===== src/design/tspq_pkg.sv =====
// Shared constants, codes and types for the TSP QUBO cost evaluator.
`timescale 1ns / 1ps

package tspq_pkg;

    // Default geometry
    localparam int CITIES_DEF     = 3;
    localparam int DIST_WIDTH_DEF = 16;

    // Result format
    localparam int          COST_W   = 24;
    localparam logic [23:0] COST_MAX = 24'hFF_FFFF;

    // Input operation codes (carried in tuser)
    localparam logic OP_LOAD = 1'b0;
    localparam logic OP_EVAL = 1'b1;

    // Configuration map
    localparam int         PADDR_W         = 3;
    localparam logic       REG_PENALTY_SEL = 1'b0;   // paddr[2] for register 0
    localparam logic [7:0] PENALTY_RESET   = 8'd30;

    // Sequencer to accumulate unit control
    typedef struct packed {
        logic clear;
        logic add_dist;
        logic add_pen;
    } t_acc_ctl;

endpackage


===== src/design/tspq_dist_mem.sv =====
// Distance matrix store: one write port, one registered read port.
`timescale 1ns / 1ps

module tspq_dist_mem #(
    parameter int DEPTH = tspq_pkg::CITIES_DEF * tspq_pkg::CITIES_DEF,
    parameter int DW    = tspq_pkg::DIST_WIDTH_DEF,
    parameter int AW    = $clog2(DEPTH)
) (
    input  logic          i_clk,
    input  logic          i_we,
    input  logic [AW-1:0] i_waddr,
    input  logic [DW-1:0] i_wdata,
    input  logic [AW-1:0] i_raddr,
    output logic [DW-1:0] o_rdata
);

    logic [DW-1:0] r_mem [DEPTH];
    logic [DW-1:0] r_rdata;

    // Write one entry
    always_ff @(posedge i_clk) begin
        if (i_we) begin
            r_mem[i_waddr] <= i_wdata;
        end
    end

    // Register the read data
    always_ff @(posedge i_clk) begin
        r_rdata <= r_mem[i_raddr];
    end

    assign o_rdata = r_rdata;

endmodule


===== src/design/tspq_acc.sv =====
// Shared saturating accumulate unit for distance and penalty terms.
`timescale 1ns / 1ps

module tspq_acc #(
    parameter int DIST_WIDTH = tspq_pkg::DIST_WIDTH_DEF,
    parameter int SQ_W       = 3
) (
    input  logic                            i_clk,
    input  tspq_pkg::t_acc_ctl              i_ctl,
    input  logic [DIST_WIDTH-1:0]           i_dist,
    input  logic [7:0]                      i_weight,
    input  logic [SQ_W-1:0]                 i_diff_sq,
    output logic [tspq_pkg::COST_W-1:0]     o_acc
);

    localparam int PT_W = 16 + SQ_W;
    localparam int TW   = (DIST_WIDTH > PT_W) ? DIST_WIDTH : PT_W;
    localparam int SW   = ((TW > tspq_pkg::COST_W) ? TW : tspq_pkg::COST_W) + 1;

    logic [tspq_pkg::COST_W-1:0] r_acc;
    logic [tspq_pkg::COST_W-1:0] n_acc;
    logic [8+SQ_W-1:0]           prod;
    logic [PT_W-1:0]             pen_term;
    logic [TW-1:0]               term;
    logic [SW-1:0]               sum;

    // Pick the term: stored distance or weight times squared deviation, scaled to Q(8+SQ_W).8 (Q11.8 when SQ_W is 3)
    always_comb begin
        prod     = (8+SQ_W)'(i_weight) * (8+SQ_W)'(i_diff_sq);
        pen_term = {prod, 8'b0};
        term     = i_ctl.add_dist ? TW'(i_dist) : TW'(pen_term);
        sum      = SW'(r_acc) + SW'(term);
    end

    // Add with saturation; all terms are non-negative so clamping each step is exact
    always_comb begin
        n_acc = r_acc;
        if (i_ctl.clear) begin
            n_acc = '0;
        end else if (i_ctl.add_dist || i_ctl.add_pen) begin
            if (sum > SW'(tspq_pkg::COST_MAX)) begin
                n_acc = tspq_pkg::COST_MAX;
            end else begin
                n_acc = sum[tspq_pkg::COST_W-1:0];
            end
        end
    end

    always_ff @(posedge i_clk) begin
        r_acc <= n_acc;
    end

    assign o_acc = r_acc;

endmodule


===== src/design/tspq_seq.sv =====
// Sequencer: walks city pairs and steps, then row and column penalties.
`timescale 1ns / 1ps

module tspq_seq #(
    parameter int CITIES = tspq_pkg::CITIES_DEF,
    parameter int CELLS  = CITIES * CITIES,
    parameter int AW     = $clog2(CELLS),
    parameter int SQ_W   = $clog2((CITIES - 1) * (CITIES - 1) + 1)
) (
    input  logic                i_clk,
    input  logic                i_rst_n,
    input  logic                i_start,
    input  logic [CELLS-1:0]    i_bits,
    input  logic                i_out_free,
    output logic                o_idle,
    output logic                o_done,
    output logic [AW-1:0]       o_raddr,
    output tspq_pkg::t_acc_ctl  o_ctl,
    output logic [SQ_W-1:0]     o_diff_sq
);

    localparam int CW   = $clog2(CITIES);
    localparam int PW   = $clog2(2 * CITIES);
    localparam int CNTW = $clog2(CITIES + 1);

    localparam logic [2:0] S_IDLE  = 3'd0;
    localparam logic [2:0] S_DIST  = 3'd1;
    localparam logic [2:0] S_PEN   = 3'd2;
    localparam logic [2:0] S_DRAIN = 3'd3;
    localparam logic [2:0] S_DONE  = 3'd4;

    logic [2:0]          r_state, n_state;
    logic [CELLS-1:0]    r_bits, n_bits;
    logic [CW-1:0]       r_i, n_i, r_j, n_j, r_t, n_t;
    logic [AW-1:0]       r_addr, n_addr;
    logic [PW-1:0]       r_p, n_p;
    tspq_pkg::t_acc_ctl  r_ctl, n_ctl;
    logic [SQ_W-1:0]     r_diff_sq, n_diff_sq;

    logic [CW-1:0]       nt;
    logic [AW-1:0]       pos_a, pos_b;
    logic                hit;
    logic [CITIES-1:0]   sel;
    logic [CNTW-1:0]     cnt;
    logic [CNTW-1:0]     diff;
    logic [SQ_W-1:0]     diff_sq;
    logic                last_t, last_j, last_i, last_p;

    // Occupancy test for the current city pair at step t and the next step
    always_comb begin
        last_t = (r_t == CW'(CITIES - 1));
        last_j = (r_j == CW'(CITIES - 1));
        last_i = (r_i == CW'(CITIES - 1));
        last_p = (r_p == PW'(2 * CITIES - 1));
        nt     = last_t ? '0 : r_t + 1'b1;
        pos_a  = AW'(r_t) * AW'(CITIES) + AW'(r_i);
        pos_b  = AW'(nt) * AW'(CITIES) + AW'(r_j);
        hit    = r_bits[pos_a] & r_bits[pos_b];
    end

    // Count one row (city over steps) or one column (step over cities)
    always_comb begin
        for (int k = 0; k < CITIES; k++) begin
            if (r_p < PW'(CITIES)) begin
                sel[k] = r_bits[AW'(k) * AW'(CITIES) + AW'(r_p)];
            end else begin
                sel[k] = r_bits[AW'(r_p - PW'(CITIES)) * AW'(CITIES) + AW'(k)];
            end
        end
        cnt = '0;
        for (int k = 0; k < CITIES; k++) begin
            cnt = cnt + CNTW'(sel[k]);
        end
        diff    = (cnt == '0) ? CNTW'(1) : cnt - 1'b1;
        diff_sq = SQ_W'(SQ_W'(diff) * SQ_W'(diff));
    end

    // Next-state logic
    always_comb begin
        n_state   = r_state;
        n_bits    = r_bits;
        n_i       = r_i;
        n_j       = r_j;
        n_t       = r_t;
        n_addr    = r_addr;
        n_p       = r_p;
        n_ctl     = '0;
        n_diff_sq = r_diff_sq;
        o_done    = 1'b0;
        case (r_state)
            S_IDLE: begin
                if (i_start) begin
                    n_bits      = i_bits;
                    n_i         = '0;
                    n_j         = '0;
                    n_t         = '0;
                    n_addr      = '0;
                    n_ctl.clear = 1'b1;
                    n_state     = S_DIST;
                end
            end
            S_DIST: begin
                // Issue the read now; the add follows with the registered data
                n_ctl.add_dist = hit;
                n_t            = nt;
                if (last_t) begin
                    n_addr = r_addr + 1'b1;
                    n_j    = last_j ? '0 : r_j + 1'b1;
                    if (last_j) begin
                        n_i = last_i ? '0 : r_i + 1'b1;
                        if (last_i) begin
                            n_p     = '0;
                            n_state = S_PEN;
                        end
                    end
                end
            end
            S_PEN: begin
                n_ctl.add_pen = 1'b1;
                n_diff_sq     = diff_sq;
                n_p           = r_p + 1'b1;
                if (last_p) begin
                    n_state = S_DRAIN;
                end
            end
            S_DRAIN: begin
                n_state = S_DONE;
            end
            S_DONE: begin
                // Hand the total over once the output register has room
                if (i_out_free) begin
                    o_done  = 1'b1;
                    n_state = S_IDLE;
                end
            end
            default: begin
                n_state = S_IDLE;
            end
        endcase
    end

    always_ff @(posedge i_clk) begin
        if (!i_rst_n) begin
            r_state <= S_IDLE;
            r_ctl   <= '0;
        end else begin
            r_state <= n_state;
            r_ctl   <= n_ctl;
        end
    end

    always_ff @(posedge i_clk) begin
        r_bits    <= n_bits;
        r_i       <= n_i;
        r_j       <= n_j;
        r_t       <= n_t;
        r_addr    <= n_addr;
        r_p       <= n_p;
        r_diff_sq <= n_diff_sq;
    end

    assign o_idle    = (r_state == S_IDLE);
    assign o_raddr   = r_addr;
    assign o_ctl     = r_ctl;
    assign o_diff_sq = r_diff_sq;

endmodule


===== src/design/tsp_qubo_cost_eval.sv =====
// Load beats leave the block ready for the next beat.
// An evaluate beat is worked through by one shared saturating adder taking one distance or
// penalty term a cycle; the block takes no beat until its result has gone to the output register,
// and a result still waiting in the output register holds the next one back.
// Synchronous active-low reset clears control and sets penalty_weight to 30; the distance
// matrix is not cleared and holds no valid data until loaded.
`timescale 1ns / 1ps

module tsp_qubo_cost_eval #(
    parameter int CITIES     = tspq_pkg::CITIES_DEF,
    parameter int DIST_WIDTH = tspq_pkg::DIST_WIDTH_DEF
) (
    input  logic                            i_clk,
    input  logic                            i_rst_n,
    // Input stream
    input  logic                            s_tvalid,
    output logic                            s_tready,
    input  logic [31:0]                     s_tdata,  // from_city, to_city, distance_value, assignment_bits, pad
    input  logic [0:0]                      s_tuser,  // operation
    // Result stream
    output logic                            m_tvalid,
    input  logic                            m_tready,
    output logic [tspq_pkg::COST_W-1:0]     m_tdata,  // cost
    // Configuration port
    input  logic                            psel,
    input  logic                            penable,
    input  logic                            pwrite,
    input  logic [tspq_pkg::PADDR_W-1:0]    paddr,
    input  logic [31:0]                     pwdata,
    output logic [31:0]                     prdata,
    output logic                            pready
);

    localparam int CELLS = CITIES * CITIES;
    localparam int AW    = $clog2(CELLS);
    localparam int SQ_W  = $clog2((CITIES - 1) * (CITIES - 1) + 1);
    localparam int IW    = 6;  // wide enough for from_city*CITIES + to_city

    logic [1:0]                     from_city;
    logic [1:0]                     to_city;
    logic [15:0]                    distance_value;
    logic [8:0]                     assignment_bits;
    logic                           accept;
    logic                           wr_ok;
    logic [IW-1:0]                  wr_idx;
    logic [31:0]                    dist32;
    logic [31:0]                    bits32;

    logic [7:0]                     r_penalty_weight;
    logic                           r_m_valid;
    logic [tspq_pkg::COST_W-1:0]    r_m_data;

    logic                           seq_idle;
    logic                           seq_done;
    logic [AW-1:0]                  raddr;
    tspq_pkg::t_acc_ctl             acc_ctl;
    logic [SQ_W-1:0]                diff_sq;
    logic [DIST_WIDTH-1:0]          rd_data;
    logic [tspq_pkg::COST_W-1:0]    acc_value;
    logic                           out_free;

    // Unpack the input beat
    assign from_city       = s_tdata[1:0];
    assign to_city         = s_tdata[3:2];
    assign distance_value  = s_tdata[19:4];
    assign assignment_bits = s_tdata[28:20];

    assign s_tready = seq_idle;
    assign accept   = s_tvalid && seq_idle;

    // Drop loads that name a city outside the matrix
    always_comb begin
        wr_ok  = (3'(from_city) < 3'(CITIES)) && (3'(to_city) < 3'(CITIES));
        wr_idx = IW'(from_city) * IW'(CITIES) + IW'(to_city);
        dist32 = 32'(distance_value);
        bits32 = 32'(assignment_bits);
    end

    // Configuration register
    always_ff @(posedge i_clk) begin
        if (!i_rst_n) begin
            r_penalty_weight <= tspq_pkg::PENALTY_RESET;
        end else if (psel && penable && pwrite && pready
                     && paddr[2] == tspq_pkg::REG_PENALTY_SEL) begin
            r_penalty_weight <= pwdata[7:0];
        end
    end

    assign pready = 1'b1;
    assign prdata = (paddr[2] == tspq_pkg::REG_PENALTY_SEL) ? 32'(r_penalty_weight) : '0;

    tspq_dist_mem #(
        .DEPTH (CELLS),
        .DW    (DIST_WIDTH),
        .AW    (AW)
    ) u_mem (
        .i_clk   (i_clk),
        .i_we    (accept && s_tuser[0] == tspq_pkg::OP_LOAD && wr_ok),
        .i_waddr (AW'(wr_idx)),
        .i_wdata (dist32[DIST_WIDTH-1:0]),
        .i_raddr (raddr),
        .o_rdata (rd_data)
    );

    tspq_seq #(
        .CITIES (CITIES),
        .CELLS  (CELLS),
        .AW     (AW),
        .SQ_W   (SQ_W)
    ) u_seq (
        .i_clk      (i_clk),
        .i_rst_n    (i_rst_n),
        .i_start    (accept && s_tuser[0] == tspq_pkg::OP_EVAL),
        .i_bits     (bits32[CELLS-1:0]),
        .i_out_free (out_free),
        .o_idle     (seq_idle),
        .o_done     (seq_done),
        .o_raddr    (raddr),
        .o_ctl      (acc_ctl),
        .o_diff_sq  (diff_sq)
    );

    tspq_acc #(
        .DIST_WIDTH (DIST_WIDTH),
        .SQ_W       (SQ_W)
    ) u_acc (
        .i_clk     (i_clk),
        .i_ctl     (acc_ctl),
        .i_dist    (rd_data),
        .i_weight  (r_penalty_weight),
        .i_diff_sq (diff_sq),
        .o_acc     (acc_value)
    );

    // Output register: hold the result until the beat is taken
    assign out_free = !r_m_valid || m_tready;

    always_ff @(posedge i_clk) begin
        if (!i_rst_n) begin
            r_m_valid <= 1'b0;
        end else if (seq_done) begin
            r_m_valid <= 1'b1;
        end else if (m_tready) begin
            r_m_valid <= 1'b0;
        end
    end

    always_ff @(posedge i_clk) begin
        if (seq_done) begin
            r_m_data <= acc_value;
        end
    end

    assign m_tvalid = r_m_valid;
    assign m_tdata  = r_m_data;

endmodule


===== config.mk =====
export PLATFORM = sky130hd
export DESIGN_NAME = tsp_qubo_cost_eval
export DESIGN_NICKNAME = d
export VERILOG_FILES = /design/src/design/tspq_pkg.sv /design/src/design/tspq_dist_mem.sv /design/src/design/tspq_acc.sv /design/src/design/tspq_seq.sv /design/src/design/tsp_qubo_cost_eval.sv
export SDC_FILE = /design/constraint.sdc
export NUM_CORES = 1
export LEC_CHECK = 0
export ABC_CLOCK_PERIOD_IN_PS = 5650
export BUFFER_PORTS_ARGS = -buffer_cell sky130_fd_sc_hd__buf_2
export CORE_MARGIN = 4
export CORE_UTILIZATION = 60
export DETAILED_ROUTE_END_ITERATION = 16
export PLACE_DENSITY_LB_ADDON = 0.1
export SLEW_MARGIN = 20
export SYNTH_ARGS = -nofsm -noshare
export SYNTH_HDL_FRONTEND = slang
export SYNTH_SLANG_ARGS = --single-unit
export TNS_END_PERCENT = 10

===== constraint.sdc =====
create_clock -name i_clk -period 5.65 [get_ports i_clk]
set_input_delay 1.13 -clock i_clk [delete_from_list [all_inputs] [get_ports i_clk]]
set_output_delay 1.13 -clock i_clk [all_outputs]
set_load 0.005 [all_outputs]

# After elaboration in Yosys (flattened, before gate mapping)
# Memories as Yosys holds them, arrays and structs flattened. A register that Yosys moved wholly into a read port is not among the register bits.
# Index checks and enable logic that the tools add are counted.
[word_totals]
ff_bits = 88
ram_bits = 144
inputBits = 75
out_inout_bits = 59
elab_cells = 147
mem_count = 1
[classes]
add_sub_neg = 17
n_mul = 6
magnitude_cmp = 12
n_eq_ne = 14
n_mux = 55
bitwise_logic = 3
n_reduce_logical = 24
[mem_list]
columns = ["name", "depth", "word_bits", "read_ports", "rd_clocked_by_memory_dff", "wr", "line_no", "rtl"]
rows = [
  ["u_mem.r_mem", 9, 16, 1, 1, 1, "tspq_dist_mem.sv:17", "logic [DW-1:0] r_mem [DEPTH];"],
]
[op_table]
columns = ["cell", "count"]
rows = [
  ["< comparator 4 x 5 -> 1 bit, second input constant", 7],
  ["binary-select mux 1 bit (select 4 bit)", 7],
  ["two-way mux 3 bit", 9],
  ["adder 24 x 19 -> 25 bit", 1],
  ["greater-than comparator 25 x 24 -> 1 bit, second input constant", 1],
  ["two-way mux 24 bit", 1],
  ["two-way mux 1 bit", 19],
  ["two-way mux 19 bit", 1],
  ["two-way mux 2 bit", 8],
  ["case mux 3 bit (5 select lines)", 1],
  ["adder 4 x 2 -> 4 bit", 3],
  ["multiplier 2 x 2 -> 4 bit, second input constant", 3],
  ["case mux 2 bit (2 select lines)", 3],
  ["multiplier 8 x 3 -> 11 bit", 1],
  ["!= test 2 x 1 -> 1 bit, second input constant", 5],
  ["adder 4 x 1 -> 4 bit, second input constant", 2],
  ["logical AND 1 bit", 8],
  ["two-way mux 4 bit", 2],
  ["two-way mux 8 bit", 1],
  ["case mux 4 bit (2 select lines)", 1],
  ["AND reduction 2 bit", 4],
  ["AND reduction 4 bit", 2],
  ["adder 2 x 1 -> 2 bit, second input constant", 3],
  ["equality test 2 bit, second input constant", 3],
  ["28 further kinds", 35],
]

# Depth between registers and ports, before layout
# Gate-level depths: netlist of run 1.
[logic_depth]
word_depth = 11
ltp_mapped = 21

# Cells and area by module
# From an unflattened synthesis of run 1, not the netlist that was laid out.
[unflattened]
cells_unflattened = 980
area_unflattened_um2 = 12567.1
[modules_own_cells]
columns = ["mod", "n_inst", "cells_each", "area_per_inst_um2"]
rows = [
  ["tspq_dist_mem", 1, 323, 6023.3],
  ["tspq_acc", 1, 356, 2782.7],
  ["tspq_seq", 1, 195, 2294.7],
  ["tsp_qubo_cost_eval", 1, 106, 1466.4],
]

# Least setup slack after synthesis of run 1
# OpenSTA, ideal clock, no wires.
[synth_timing]
path_kind = "input to register"
from = "input s_tdata[0]"
to = "memory u_mem.r_mem[4][0] in the netlist's numbering (enable)"
setup_time_ps = 409
arrival_time_ps = 3675
slack_ps = 1566
path_stages = 6
path_cell_list = "fa_1 ha_1 inv_1 fa_1 nand3b_1 nor3_1"
[synth_via]
elab_chain_len = 5
elab_cells_between_ends = 7
cone_classes = "add/sub: 1; mul: 1; order compare: 1; mux: 2; reduce/logical: 2"
[synth_lines]
columns = ["element", "line_no", "rtl"]
rows = [
  ["start: declaration", "tsp_qubo_cost_eval.sv:18", "input logic [31:0] s_tdata,"],
  ["branches (longest 5 deep; another with multiplier 2 x 2 -> 4 bit)", "--", ""],
  ["end: declaration", "tspq_dist_mem.sv:17", ""],
]
# Parallel ways; which one is timed is not known.

# Worst setup path after layout of run 1
[layout_timing]
from = "register u_seq.r_p[0]"
to = "register u_seq.r_diff_sq[0] (netlist: u_seq.o_diff_sq[0]), data pin"
[layout_via]
elab_chain_len = 11
elab_cells_between_ends = 28
cone_classes = "add/sub: 8; mul: 2; order compare: 1; mux: 16; reduce/logical: 1"
[layout_lines]
columns = ["element", "line_no", "rtl"]
rows = [
  ["start: declaration", "tspq_seq.sv:36", "logic [PW-1:0] r_p, n_p;"],
  ["start signal: assignment", "tspq_seq.sv:158", "r_p <= n_p;"],
  ["subtractor 3 x 2 -> 4 bit", "tspq_seq.sv:67", "sel[k] = r_bits[AW'(r_p - PW'(CITIES)) * AW'(CITIES) + AW'(k)];"],
  ["multiplier 4 x 2 -> 4 bit", "tspq_seq.sv:67", ""],
  ["adder 4 x 1 -> 4 bit", "tspq_seq.sv:67", ""],
  ["binary-select mux 1 bit (select 4 bit)", "tspq_seq.sv:67", ""],
  ["two-way mux 1 bit (not written as such)", "tspq_seq.sv:67", ""],
  ["two-way mux 1 bit", "tspq_seq.sv:64", "if (r_p < PW'(CITIES)) begin"],
  ["adder 1 x 1 -> 2 bit", "tspq_seq.sv:72", "cnt = cnt + CNTW'(sel[k]);"],
  ["adder 2 x 1 -> 2 bit *", "tspq_seq.sv:72", ""],
  ["subtractor 2 x 1 -> 2 bit / logical NOT 2 bit (equally long branches)", "tspq_seq.sv:74", "diff = (cnt == '0) ? CNTW'(1) : cnt - 1'b1;"],
  ["two-way mux 2 bit *", "tspq_seq.sv:74", ""],
  ["via u_seq.diff[0]", "tspq_seq.sv:45", "logic [CNTW-1:0] diff;"],
  ["multiplier 2 x 2 -> 3 bit *", "tspq_seq.sv:75", "diff_sq = SQ_W'(SQ_W'(diff) * SQ_W'(diff));"],
  ["end signal: assignment", "tspq_seq.sv:159", "r_diff_sq <= n_diff_sq;"],
  ["end: declaration", "tspq_seq.sv:38", "logic [SQ_W-1:0] r_diff_sq, n_diff_sq;"],
]
# The timed path passes the listed nets; every way through them passes the cells marked *. The select of a mux whose other input is x is not followed.
# A chain may end at the register's enable or synchronous reset.

==> results of run 1 <==
layout by cell type, fill, tap and decap left out, drive strengths merged, types with 15 or more instances in the layout:
| cell | synthesis | routed |
|---|---|---|
| edfxtp | 192 | 192 |
| buf | 32 | 91 |
| nand2 | 67 | 67 |
| ha | 57 | 57 |
| dfxtp | 55 | 55 |
| mux4 | 48 | 48 |
| nor2 | 47 | 47 |
| o21ai | 36 | 36 |
| and2 | 34 | 34 |
| inv | 32 | 34 |
| clkbuf | 28 | 34 |
| a21oi | 28 | 28 |
| conb | 2 | 27 |
| mux2i | 23 | 23 |
| nand3 | 18 | 18 |
| xor2 | 17 | 17 |
| nor3 | 17 | 17 |
| nor2b | 16 | 16 |
| xnor2 | 15 | 15 |
worst paths after layout:
path                             end                from  depth (start not counted)
setup / recovery  u_seq.o_diff_sq[0]        u_seq.r_p[0]                         10
hold / removal     u_mem.o_rdata[10]  u_mem.r_mem[8][10]                          2
setup reg to reg  u_seq.o_diff_sq[0]        u_seq.r_p[0]                         10
hold reg to reg    u_mem.o_rdata[10]  u_mem.r_mem[8][10]                          2
through the flow:
| step | power (mW) | hold slack [ns] | worst slack [ns] | cell area, um2 |
|---|---|---|---|---|
| after detailed placement | 3.29 | 0.439 | 1.46 | 12600 |
| after CTS | 5.02 | 0.453 | 1.43 | 13500 |
| final | 4.99 | 0.448 | 1.43 | 13500 |
| after global placement | 3.25 | 0.425 | 1.57 | 12600 |
| after global routing | 5.24 | 0.481 | 1.13 | 13500 |
| after floorplan | 3.04 | 0.418 | 1.57 | 12100 |
worst max-delay path, delay by kind of cell, from the launching register on:
| family | cells | cell delay [ns] |
|---|---|---|
| AO/OA/AOI/OAI | 2 | 0.37 |
| XOR/XNOR | 1 | 0.33 |
| adder cells (fa/ha/maj) | 3 | 1.75 |
| buffers and inverters | 2 | 0.48 |
| flip-flops | 1 | 0.33 |
| multiplexers | 2 | 0.68 |
sequential cells by signal, summed over array words and instances, names as in the netlist:
| register | cells |
|---|---|
| u_seq.o_diff_sq | 2 |
| r_penalty_weight | 8 |
| u_seq.r_state | 3 |
| u_seq.r_i | 2 |
| u_seq.o_ctl | 3 |
| u_seq.r_t | 2 |
| u_seq.r_p | 3 |
| u_mem.r_mem | 144 |
| u_seq.o_raddr | 4 |
| u_acc.o_acc | 24 |
| u_seq.r_bits | 9 |
| m_tdata | 24 |
| u_mem.o_rdata | 16 |
| u_seq.r_j | 2 |
| m_tvalid | 1 |
cell families after synthesis:
group / Yosys count
compound gates: 138
xor+xnor: 32
other cells: 2
buf+inv: 92
mux: 73
simple gates: 233
fa+ha+maj: 67
flops: 247
report_power, final:
group / switching, mW / total [mW] / internal [mW]
Sequential: 0.109 / 2.22 / 2.11
Combinational: 0.565 / 1.03 / 0.467
Clock: 0.685 / 1.74 / 1.05
area by class of cell:
| cell class | instances | area, um2 | share of cell area (%) |
|---|---|---|---|
| tap | 265 | 332 | 2.45 |
| clock buffer | 34 | 691 | 5.11 |
| timing repair buffer | 91 | 485 | 3.59 |
| multi-input combinational | 570 | 4830 | 35.7 |
| inverter | 32 | 120 | 0.889 |
| clock inverter | 14 | 194 | 1.43 |
| sequential | 247 | 6870 | 50.8 |
| antenna | 1 | 2.50 | 0.0185 |
layer usage:
metal,part of all wire [%],global-route usage [%]
met3,6.0,3.48
met4,1.8,4.30
met1,42,29.4
met2,50,35.8
met5,0,0
==> run summary, run 1 <==
==================================================================================================
Run status                                                                            finished, final reports clean
Share of synthesized cell area in full adder, half adder and majority cells                  7.61%
Mean cell area of the mapped netlist                                                      13.6 um2
Count of boundary I/O pins                                                                     134
Drt first-iter violations                                                                      352
FFs w/ async S/R, synth                                                                         0%
Post-synthesis xor/xnor area fraction                                                        2.33%
Routed via count                                                                              7236
Pin count of the biggest net entering global routing                                            36
Vias per cell                                                                                 5.77
Clock insertion delay at the later pin of the skew report                                  0.53 ns
Post-route non-filler standard cell count                                                     1254
Vertical die dimension                                                                      149 um
Number of global-route vias before repair                                                     7291
Fraction of final layout cells sized beyond drive strength 1                                 20.4%
Critical path peak fanout                                                                       20
Number of hold violations in the final report                                                    0
Max-cap check violation count                                                                    0
Effective utilization at floorplan                                                           61.3%
Placed wire-length estimate after detailed placement                                      15400 um
Worst-case clock buffer depth                                                                    3
Gr usage total                                                                               21.1%
Unrepaired setup endpoints after global routing                                                 no
Core outline area                                                                        19600 um2
F_max                                                                                      237 MHz
Post-synthesis cell type count                                                                  66
Hold-fix buffer count after cts                                                                  0
Number of iterations in the first detailed-routing pass                                          5
ANT nets after route                                                                             0
Number of levels the H-tree was split into                                                       1
Total negative setup slack                                                                    0 ns
Worst-Margin Slew                                                                          1.01 ns
Most used standard cells in the synthesized netlist                                   192 x edfxtp_1, 67 x nand2_1, 57 x ha_1
Final Core Density                                                                           69.0%
Synth Area in Compound Gates                                                                 8.20%
Post-detailed-route DRC marker count                                                             0
Worst min-delay path category                                                         flop to flop
Worst vdd ir                                                                              0.359 mV
Clock Tree Root                                                                          clkbuf_16
Reg2reg setup slack                                                                        1.43 ns
Global-route congestion overflow total                                                           0
Cells taking the most area after synthesis                                            edfxtp_1 48%, dfxtp_1 9.2%, mux4_2 9.0%, ha_1 5.9%, nand2_1 2.1%
Cells after DPL                                                                               1205
CP cell instances                                                                     buf_4, inv_1, ha_1, fa_1, xor2_1, mux4_2, mux2i_1, o21ai_0, o21ai_0, fa_1
Wire length of the first global-routing pass                                              37400 um
Number of antenna violations at the first check in global routing                                0
Critical Path RT                                                                           5.90 ns
Clock transition time at the flip-flop clock pins of the worst setup and hold paths        0.06 ns
Cell with the biggest individual delay on the critical path                                   ha_1
Post-CTS Repair Setup Buffers                                                                    0
Leakage dissipation                                                                        5.11 nW
Period utilization                                                                           74.6%
DIE WIDTH                                                                                   149 um
Post-synthesis share of cell area spent on and, or, nand and nor gates                       9.77%
Routed wire length                                                                        23100 um
Die area                                                                                 22300 um2
Final Skew                                                                               0.0143 ns
Weighted congestion at the end of routability-driven global placement                        0.925
Main combinational cell family by area after synthesis                                multiplexers
Synthesized instance count                                                                     884
Cell area after synthesis                                                                12000 um2
Crit path DAT                                                                              4.47 ns
Critical Path Start Type                                                                      flop
Most repeated cell in the gate-level netlist after synthesis                              edfxtp_1
Element type at the critical path end                                                         flop
Mean routed wirelength per cell                                                            18.4 um
Normalized max-slew margin                                                                   32.2%
Max-slew violations                                                                              0
Cell area power density                                                                 369 nW/um2
Post-synth top flop                                                                       edfxtp_1
Proportion of synthesized chip area in sequential cells                                      57.2%
Number of enable-type register cells in the synthesized netlist                                192
Clk sinks                                                                                      247
Port-buffer cells                                                                               79
Most area-hungry cell type in the Yosys netlist                                           edfxtp_1
Number of core rows                                                                             51
Number of CTS-inserted buffers                                                                  26
Fin crit period                                                                            4.22 ns
Clock tree from TritonCTS                                                                      yes
Final setup fails                                                                                0
Worst path max stage delay                                                                 0.66 ns
Yosys top cell area share                                                                    48.0%
Setup CP Type                                                                         flop to flop
Post-cts gate resize count                                                                       0
Mux contribution to synthesized area                                                         11.1%
Warning count from the yosys run                                                                 0
Filler Cells Inserted                                                                         1370
Relative area change from synthesis to final layout                                          12.6%
Synthesized flop and latch total                                                               247
Final Net Count                                                                               1110
==================================================================================================
No activity file was read; power rests on OpenSTA's default activity.
==> inputs of run 2 (changes only) <==
Settings changed: ABC_AREA set to 1, ABC_CLOCK_PERIOD_IN_PS 5650 to 3990, CORE_UTILIZATION 60 to 59.
Clock period 5.65 ns to 3.99 ns, I/O delays scaled along.
==> run 2 against run 1 <==
Effect of this change:
- critical endpoint is now u_acc.o_acc[18]
- critical path type unchanged
- worst hold slack lost 0.010 ns
- clock power rose by 39%
- sequential power rose by 59%
- register-to-register slack got worse by 1.1 ns
- clock skew fell by 0.0023 ns
==> run summary, run 2 <==
==================================================================================================
FFs w/ async S/R, synth                                                                         0%
Fraction of final layout cells sized beyond drive strength 1                                 12.2%
Hold-fix buffer count after cts                                                                  0
Cells after DPL                                                                               1726
Power Total                                                                                10.8 mW
Clock insertion delay at the later pin of the skew report                                  0.54 ns
Proportion of synthesized chip area in sequential cells                                      54.2%
F_max                                                                                      275 MHz
Worst vdd ir                                                                              0.487 mV
Critical path peak fanout                                                                       10
Commonest non-fill, non-tap cells in the layout                                       345 x nand2_1, 192 x edfxtp_1, 182 x inv_1
Most frequent cell on the critical path                                                    nand2_1
Final setup fails                                                                                0
Synthesized flop and latch total                                                               247
Most area-hungry cell type in the Yosys netlist                                           edfxtp_1
Unrepaired setup endpoints after global routing                                                 no
Fin crit period                                                                            3.64 ns
Cell with the biggest individual delay on the critical path                               edfxtp_1
Most repeated cell in the gate-level netlist after synthesis                               nand2_1
Count of boundary I/O pins                                                                     134
Worst min-delay path category                                                         primary input to flop
Number of core rows                                                                             53
Vias per cell                                                                                 5.24
Post-detailed-route DRC marker count                                                             0
Post-route non-filler standard cell count                                                     1774
DIE WIDTH                                                                                   155 um
Most used standard cells in the synthesized netlist                                   345 x nand2_1, 192 x edfxtp_1, 182 x inv_1
Final Skew                                                                               0.0120 ns
Number of levels the H-tree was split into                                                       1
Gr usage total                                                                               22.3%
Warning count from the yosys run                                                                 0
Run status                                                                            finished, final reports clean
Element type at the critical path end                                                         flop
Placed wire-length estimate after detailed placement                                      18800 um
Cell area after synthesis                                                                12700 um2
Relative area change from synthesis to final layout                                          12.4%
Total negative setup slack                                                                    0 ns
Clock Tree Root                                                                          clkbuf_16
Number of global-route vias before repair                                                     8716
Clock transition time at the flip-flop clock pins of the worst setup and hold paths        0.07 ns
Effective utilization at floorplan                                                           60.1%
ANT nets after route                                                                             0
Number of enable-type register cells in the synthesized netlist                                192
Number of iterations in the first detailed-routing pass                                          5
Filler Cells Inserted                                                                         1677
Weighted congestion at the end of routability-driven global placement                        0.959
Clk sinks                                                                                      247
Worst path max stage delay                                                                 0.51 ns
Die area                                                                                 23900 um2
Final Net Count                                                                               1623
Pin count of the biggest net entering global routing                                            68
Port-buffer cells                                                                               79
Core outline area                                                                        21100 um2
CP cell instances                                                                     nand2_1, inv_1, ha_1, inv_1, fa_1, inv_1, nand3_1, nand2_1, nand2_1, nand2_1, a21oi_1, o21ai_0, a21oi_1, ha_1, nand2_1, inv_1, nand2_1, nor2_1, nand2_1, nand3_2, nor2_4, buf_4, a21oi_1
Number of hold violations in the final report                                                    0
Max-cap check violation count                                                                    0
Max-slew violations                                                                              0
Mean cell area of the mapped netlist                                                      9.15 um2
Mean routed wirelength per cell                                                            15.0 um
Normalized max-slew margin                                                                   28.7%
Drt first-iter violations                                                                      580
Post-synthesis cell type count                                                                  47
Number of CTS-inserted buffers                                                                  25
Setup CP Type                                                                         flop to flop
Commonest non-fill, non-tap cell in the layout                                             nand2_1
Routed via count                                                                              9303
Crit path DAT                                                                              4.10 ns
Synthesized instance count                                                                    1386
Clock tree from TritonCTS                                                                      yes
Number of flip-flops under the largest register name                                           144
Post-cts gate resize count                                                                       0
Yosys top cell area share                                                                    45.5%
Count of antenna diodes in the layout                                                            0
Final hold slack                                                                          0.438 ns
Cell area power density                                                                 756 nW/um2
Number of antenna violations at the first check in global routing                                1
Post-synth top flop                                                                       edfxtp_1
Leakage dissipation                                                                        6.30 nW
Cells taking the most area after synthesis                                            edfxtp_1 45%, nand2_1 10%, dfxtp_1 8.7%, ha_1 5.6%, inv_1 5.4%
Worst-Margin Slew                                                                          1.07 ns
Global-route congestion overflow total                                                           0
Wire length of the first global-routing pass                                              43300 um
Largest register by flop count                                                         u_mem.r_mem
Critical Path Start Type                                                                      flop
Vertical die dimension                                                                      155 um
Worst-case clock buffer depth                                                                    3
Critical Path RT                                                                           4.45 ns
Post-CTS Repair Setup Buffers                                                                    0
Period utilization                                                                           91.3%
Routed wire length                                                                        26600 um
==================================================================================================
[run 2: final timing paths]
path,start,to,slack (ns),cells after the start
worst max register to register,u_seq.o_diff_sq[0],u_acc.o_acc[18],0.35,23
worst max-delay path,u_seq.o_diff_sq[0],u_acc.o_acc[18],0.35,23
worst min register to register,u_mem.r_mem[8][5],u_mem.o_rdata[5],0.44,2
worst min-delay path,s_tdata[25],u_seq.r_bits[5],0.44,1
[run 2: cells by family after synthesis]
kind of cell,Yosys count,share of synthesized area (%)
compound gates,225,10.0
fa+ha+maj,67,7.20
xor+xnor,18,1.30
buf+inv,249,8.42
simple gates,578,18.8
flops,247,54.2
other cells,2,0.0592
[run 2: stage by stage]
step                      utilization [%]  setup WS (ns)  cell area (um2)
after CTS                            67.4          0.284            14200
after global placement               63.4          0.386            13400
final                                67.6          0.349            14200
after global routing                 67.6        0.00974            14200
after detailed placement             63.4          0.307            13400
after floorplan                         -          0.268            12800
[run 2: critical path, delay by kind of cell (launching register included)]
| family | cells | cell delay [ns] |
|---|---|---|
| simple gates | 11 | 1.04 |
| flops | 1 | 0.51 |
| fa+ha+maj | 3 | 1.07 |
| compound gates | 4 | 0.45 |
| buf+inv | 5 | 0.47 |
[run 2: area by class of cell]
class | count | area, um2 | share of cell area, %
inverter | 187 | 702 | 4.93
multi-input combinational | 915 | 4880 | 34.3
timing repair buffer | 105 | 591 | 4.15
clock buffer | 32 | 707 | 4.96
clock inverter | 13 | 155 | 1.09
tap | 275 | 344 | 2.42
sequential | 247 | 6870 | 48.2
[run 2: per-layer routing]
metal / share of wire [%] / global-route usage [%] / vias up
li1: - / - / 4759
met1: 43 / 29.4 / 4271
met2: 50 / 39.1 / 229
met3: 5.1 / 3.36 / 42
met4: 2.2 / 5.38 / 2
met5: 0.053 / 0 / -
[run 2: where the power goes]
part           leakage, nW  switching (mW)  internal [mW]
Combinational         3.68            3.12           1.70
Clock                0.428           0.960           1.45
Sequential            2.20           0.331           3.21
Total                 6.30            4.41           6.36
